[src/design/spq_pkg.sv]
// Package for the sorted-insert priority queue: word types, codes and defaults.
package spq_pkg;

  // Default number of cells in the chain
  localparam int unsigned DepthDefault = 256;

  // Width of the fill field on the result word
  localparam int unsigned FillWidth = 9;

  typedef enum logic {
    KIND_INSERT = 1'b0,
    KIND_REMOVE = 1'b1
  } kind_e;

  typedef enum logic [1:0] {
    ST_OK    = 2'd0,
    ST_EMPTY = 2'd1,
    ST_FULL  = 2'd2
  } status_e;

  typedef struct packed {
    logic [7:0]  symbol;
    logic [31:0] weight;
  } entry_t;

  typedef struct packed {
    kind_e       kind;
    logic [7:0]  symbol;
    logic [31:0] weight;
  } in_word_t;

  typedef struct packed {
    status_e                status;
    logic [7:0]             out_symbol;
    logic [31:0]            out_weight;
    logic [FillWidth-1:0]   fill;
  } out_word_t;

  // Contents of one cell as seen by its neighbours
  typedef struct packed {
    logic   valid;
    entry_t entry;
  } cell_data_t;

  // Operation broadcast to every cell
  typedef struct packed {
    logic   ins;
    logic   rem;
    entry_t new_entry;
  } cell_ctrl_t;

endpackage

[src/design/spq_cell.sv]
// One cell of the sorted chain: holds one entry and trades it with its neighbours.
module spq_cell (
  input  logic               clk_i,
  input  logic               rst_ni,
  input  spq_pkg::cell_ctrl_t ctrl_i,
  input  logic               prev_cond_i,
  input  spq_pkg::cell_data_t prev_i,
  input  spq_pkg::cell_data_t next_i,
  output logic               cond_o,
  output spq_pkg::cell_data_t data_o
);
  import spq_pkg::*;

  logic   valid_q, valid_d;
  entry_t entry_q, entry_d;

  // New entry belongs at or before this cell
  assign cond_o = !valid_q || (ctrl_i.new_entry.weight <= entry_q.weight);

  // Shift up on insert, take the new entry at the boundary, shift down on remove
  always_comb begin
    valid_d = valid_q;
    entry_d = entry_q;
    if (ctrl_i.ins) begin
      if (prev_cond_i) begin
        valid_d = prev_i.valid;
        entry_d = prev_i.entry;
      end else if (cond_o) begin
        valid_d = 1'b1;
        entry_d = ctrl_i.new_entry;
      end
    end else if (ctrl_i.rem) begin
      valid_d = next_i.valid;
      entry_d = next_i.entry;
    end
  end

  always_ff @(posedge clk_i or negedge rst_ni) begin
    if (!rst_ni) begin
      valid_q <= 1'b0;
    end else begin
      valid_q <= valid_d;
    end
  end

  // Payload needs no reset: an invalid cell is never read
  always_ff @(posedge clk_i) begin
    entry_q <= entry_d;
  end

  assign data_o = '{valid: valid_q, entry: entry_q};

endmodule

[config.mk]
export PLATFORM = sky130hd
export DESIGN_NAME = spq_cell
export DESIGN_NICKNAME = d
export VERILOG_FILES = /design/src/design/spq_pkg.sv /design/src/design/spq_cell.sv
export SDC_FILE = /design/constraint.sdc
export NUM_CORES = 1
export LEC_CHECK = 0
export BUFFER_PORTS_ARGS = -buffer_cell sky130_fd_sc_hd__clkbuf_2
export CAP_MARGIN = 15
export CORE_MARGIN = 10
export CORE_UTILIZATION = 40
export CTS_BUF_LIST = sky130_fd_sc_hd__clkbuf_16
export DETAILED_ROUTE_END_ITERATION = 16
export PLACE_DENSITY = 0.84
export SLEW_MARGIN = 30
export SYNTH_ARGS = -nofsm -noshare
export SYNTH_HDL_FRONTEND = slang
export SYNTH_SLANG_ARGS = --single-unit
[constraint.sdc]
create_clock -name clk_i -period 3.9 [get_ports clk_i]
set_clock_uncertainty 0.1 [all_clocks]
set_input_delay 0.39 -clock clk_i [delete_from_list [all_inputs] [get_ports clk_i]]
set_output_delay 0.39 -clock clk_i [all_outputs]
set_load 0.005 [all_outputs]
== Word-level counts from Yosys, hierarchy flattened ==
Index checks and enable logic that the tools add are counted.
Word-level totals
  bits in registers: 41
  input bits: 127
  output and inout bits: 42
Operators by class
  magnitude comparators: 1
  equality and inequality tests: 1
  mux-type cells: 8
  reduce and logical (&&, ||, !) cells: 4
Operator list (number)
  $mux 40: 4
  $le 32x32->1: 1
  $mux 1: 4
  $ne 3x1->1 const B: 1
  $reduce_and 2->1: 1
  $reduce_bool 2->1: 1
  $logic_not 1->1: 1
  $logic_or 1x1->1: 1

== Longest topological paths before layout ==
  depth after elaboration: 5
  mapped depth: 7

== Worst setup path before layout ==
OpenSTA, ideal clock, no wires.
  kind: in2reg
  start point: in ctrl_i[15] (netlist name)
  end point: reg entry_q (netlist bit data_o[0]), enable pin
  library setup time: 0.438 ns
  arrival time: 3.340 ns
  setup slack: 0.022 ns
  stages on the path: 6
  path through: ha_1 > nand4_2 > or4_4 > o21ai_1 > a2111oi_1 > a311oi_2
On the way
  cells in the longest elaborated chain, start to end: 4
Ends and longest elaborated chain
  start: declaration: RTL line spq_cell.sv:5  | input spq_pkg::cell_ctrl_t ctrl_i,
  $le 32x32->1: RTL line spq_cell.sv:18  | assign cond_o = !valid_q || (ctrl_i.new_entry.weight <= entry_q.weight);
  $logic_or 1x1->1: RTL line spq_cell.sv:18
  $ne 3x1->1 (no line)
  $reduce_and 2->1 (no line)
  end signal: assignment: RTL line spq_cell.sv:48  | entry_q <= entry_d;
  end: declaration: RTL line spq_cell.sv:15  | entry_t entry_q, entry_d;
No other way between the ends.
A chain may end at the register's enable or synchronous reset.

== Worst setup path after layout ==
  start point: reg entry_q (netlist bit data_o[3])
  end point: reg entry_q (netlist bit data_o[4]), enable pin
On the way
  cells in the longest elaborated chain, start to end: 4
Ends and longest elaborated chain (RTL line)
  $le 32x32->1: spq_cell.sv:18
  $logic_or 1x1->1: spq_cell.sv:18
  $ne 3x1->1 (no line)
  $reduce_and 2->1 (no line)
No other way between the ends.

==> results.cfg <==
[setup_path]
crit_path_max_incr_delay_ps = 560
required_ps = 3740
critPathMostFrequentCell = nand4_1
timing.rr.end = data_o[4]$_DFFE_PP_
worstRegToRegCells = 8
critical_path_arrival_ps = 2630
cpLargestDelayFamily = simple AND/OR/NAND/NOR gates
r2r-start = data_o[3]$_DFFE_PP_
critPathBufInv = 2
worst-r2r-setup-slack_ps = 1110
crit_path_top_delay_cell = or4_4
path_class = flop to flop
startpoint = data_o[3]$_DFFE_PP_
cp.depth = 8
startpoint_type = flop
cp-end-kind = flop
path_cells = inv_1, ha_1, nand4_1, or4_4, nand4_1, a31oi_1, a311oi_4, buf_4
crit_fanout = 26
endpoint = data_o[4]$_DFFE_PP_

[synth]
synth.net_count = 463
synth_cells = 304
avgSynthCellArea_um2 = 9.64
synth_area_leader_cell = edfxtp_1
yosysSeqAreaShare = 0.418
synth.top_cell.area_share = 0.410
syn_area_um2 = 2930
ys_seq_elements = 41
synth_edf_count = 40
yosysUniqueCellTypes = 27
yosys_warnings = 0
yosys-top-cells-area = edfxtp_1 (41%), mux2i_1 (14%), ha_1 (14%)
synthFlopType = edfxtp_1
ys_async_sr_fraction = 0.0244

[sta]
slew_headroom = 0.570
period_share = 0.717
rsz0062_at_grt = no
period_minus_slack_ps = 2790
fin_setup_tns_ps = 0
worst_pin_slew_ps = 645
fmaxAchievable_ghz = 0.358
drv_slew = 0
setup_viol = 0
final-hold-violation-count = 0

[global_route]
grt_max_degree = 68
overflow = 0
grt_pass1_vias = 3080
antenna_found_initial = 0
grt_usage = 0.154
grt_pass1_wl_mm = 14.3

[die]
core_area_um2 = 7180
die_h_um = 106
row_count = 31
die_area_um2 = 11200
die_w_um = 106
start_util = 0.409
io_pins = 169

[layout]
area_growth_pct = 38.0
fillers = 646
final_cell_mix = clkbuf_2 (168), a21oi_1 (59), nor2_1 (45)
final_common_cell = clkbuf_2
nets = 628
antenna-diode-count = 0
layout-drive-gt1-share = 0.389

[hold_path]
hp-class = primary input to flop

[power_and_ir_drop]
power_density_nw_per_um2 = 337
total_power_uw = 1360
power_leakage_uw = 0.00213
ir_worst_vdd_mv = 0.267

[clock_tree]
cts.path.max_buffers = 2
cts_made_buffers = 5
root_buffer = clkbuf_16
clock_latency_ps = 280
cts_max_level = 2
path_clk_slew_ps = 60
tritoncts = built
cts.repair.resized = 0
clock_sinks = 41

[place]
portBuffers = 168
gp_congestion = 0.798
hpwl_mm = 7.65

[routing]
firstDrtPassIters = 4
drt_iter0_drc = 55
drc = 0
drt_wl_total_mm = 8.95
routedWlPerCell_um = 15.7
vias_per_cell = 4.89
drtAntennaViolNets = 0
vias = 2782

[run]
max_cap_violations = 0

[status]
outcome = complete, no violations
[cell families after synthesis]
| logic type | share of synthesized area |
|---|---|
| AOI/OAI and AO/OA | 0.134 |
| and+or+nand+nor | 0.104 |
| buffers and inverters | 0.0670 |
| muxes | 0.140 |
| DFF | 0.418 |
| adders and majority gates | 0.137 |
[routing by layer]
layer	track usage	wire length (um)
met3	0.0572	756
met2	0.280	4570
met5	0	0
met1	0.161	3420
met4	0.0484	195
[through the flow]
step | hold WS, ps | cell area, um2 | worst slack [ps] | utilization | std cells
global placement | 69.5 | 3870 | 1050 | 0.540 | 560
CTS | 271 | 4050 | 1070 | 0.564 | 569
finish | 273 | 4050 | 1110 | 0.564 | 569
global route | 283 | 4050 | 976 | 0.564 | 569
detailed placement | 69.7 | 3870 | 967 | 0.540 | 560
floorplan | -5.59 | 2930 | 22.1 | - | 304
[how the worst min path moves through the flow]
stage,start,end,slack [ps],cells after the start
after floorplan,rst_ni,valid_q$_DFFE_PN0P_,-6,0
after global placement,rst_ni,valid_q$_DFFE_PN0P_,70,1
after detailed placement,rst_ni,valid_q$_DFFE_PN0P_,70,1
after CTS,prev_i[40],valid_q$_DFFE_PN0P_,270,3
after global routing,prev_i[40],valid_q$_DFFE_PN0P_,280,3
final,prev_i[40],valid_q$_DFFE_PN0P_,270,3
[flip-flops by register name, indices dropped and copies added (netlist names)]
name,cells
data_o,40
valid_q,1
[layout make-up]
cell class                 count  area, um2  area share
inverter                      35        131      0.0325
clock buffer                   5        125      0.0309
sequential                    41       1230       0.303
clock inverter                 3       38.8     0.00959
multi-input combinational    213       1520       0.376
timing repair buffer         173        881       0.218
tap                           99        124      0.0306
[what timing repair did]
item,CTS,global route
setup endpoints to repair,0,0
setup buffers,0,0
hold endpoints to repair,1,0
hold buffers,1,0
[cell usage after synthesis (all sizes together), types with 2 or more instances]
library cell,number
or4,2
inv,35
nand4,9
nor3,2
edfxtp,40
nand2,7
a21oi,59
o21ai,8
clkbuf,5
ha,32
mux2i,41
buf,10
nor2,45
[where the power goes]
group          total [uW]  internal, uW  switching (uW)
logic                 343           163             180
clock network         457           298             159
registers             564           543            21.1
total                1360          1000             360
[worst min-delay path: stages]
cell and delay (ps):
clkbuf_2 80, nor3_1 30, a21oi_1 100
No activity file was read; power rests on OpenSTA's default activity.
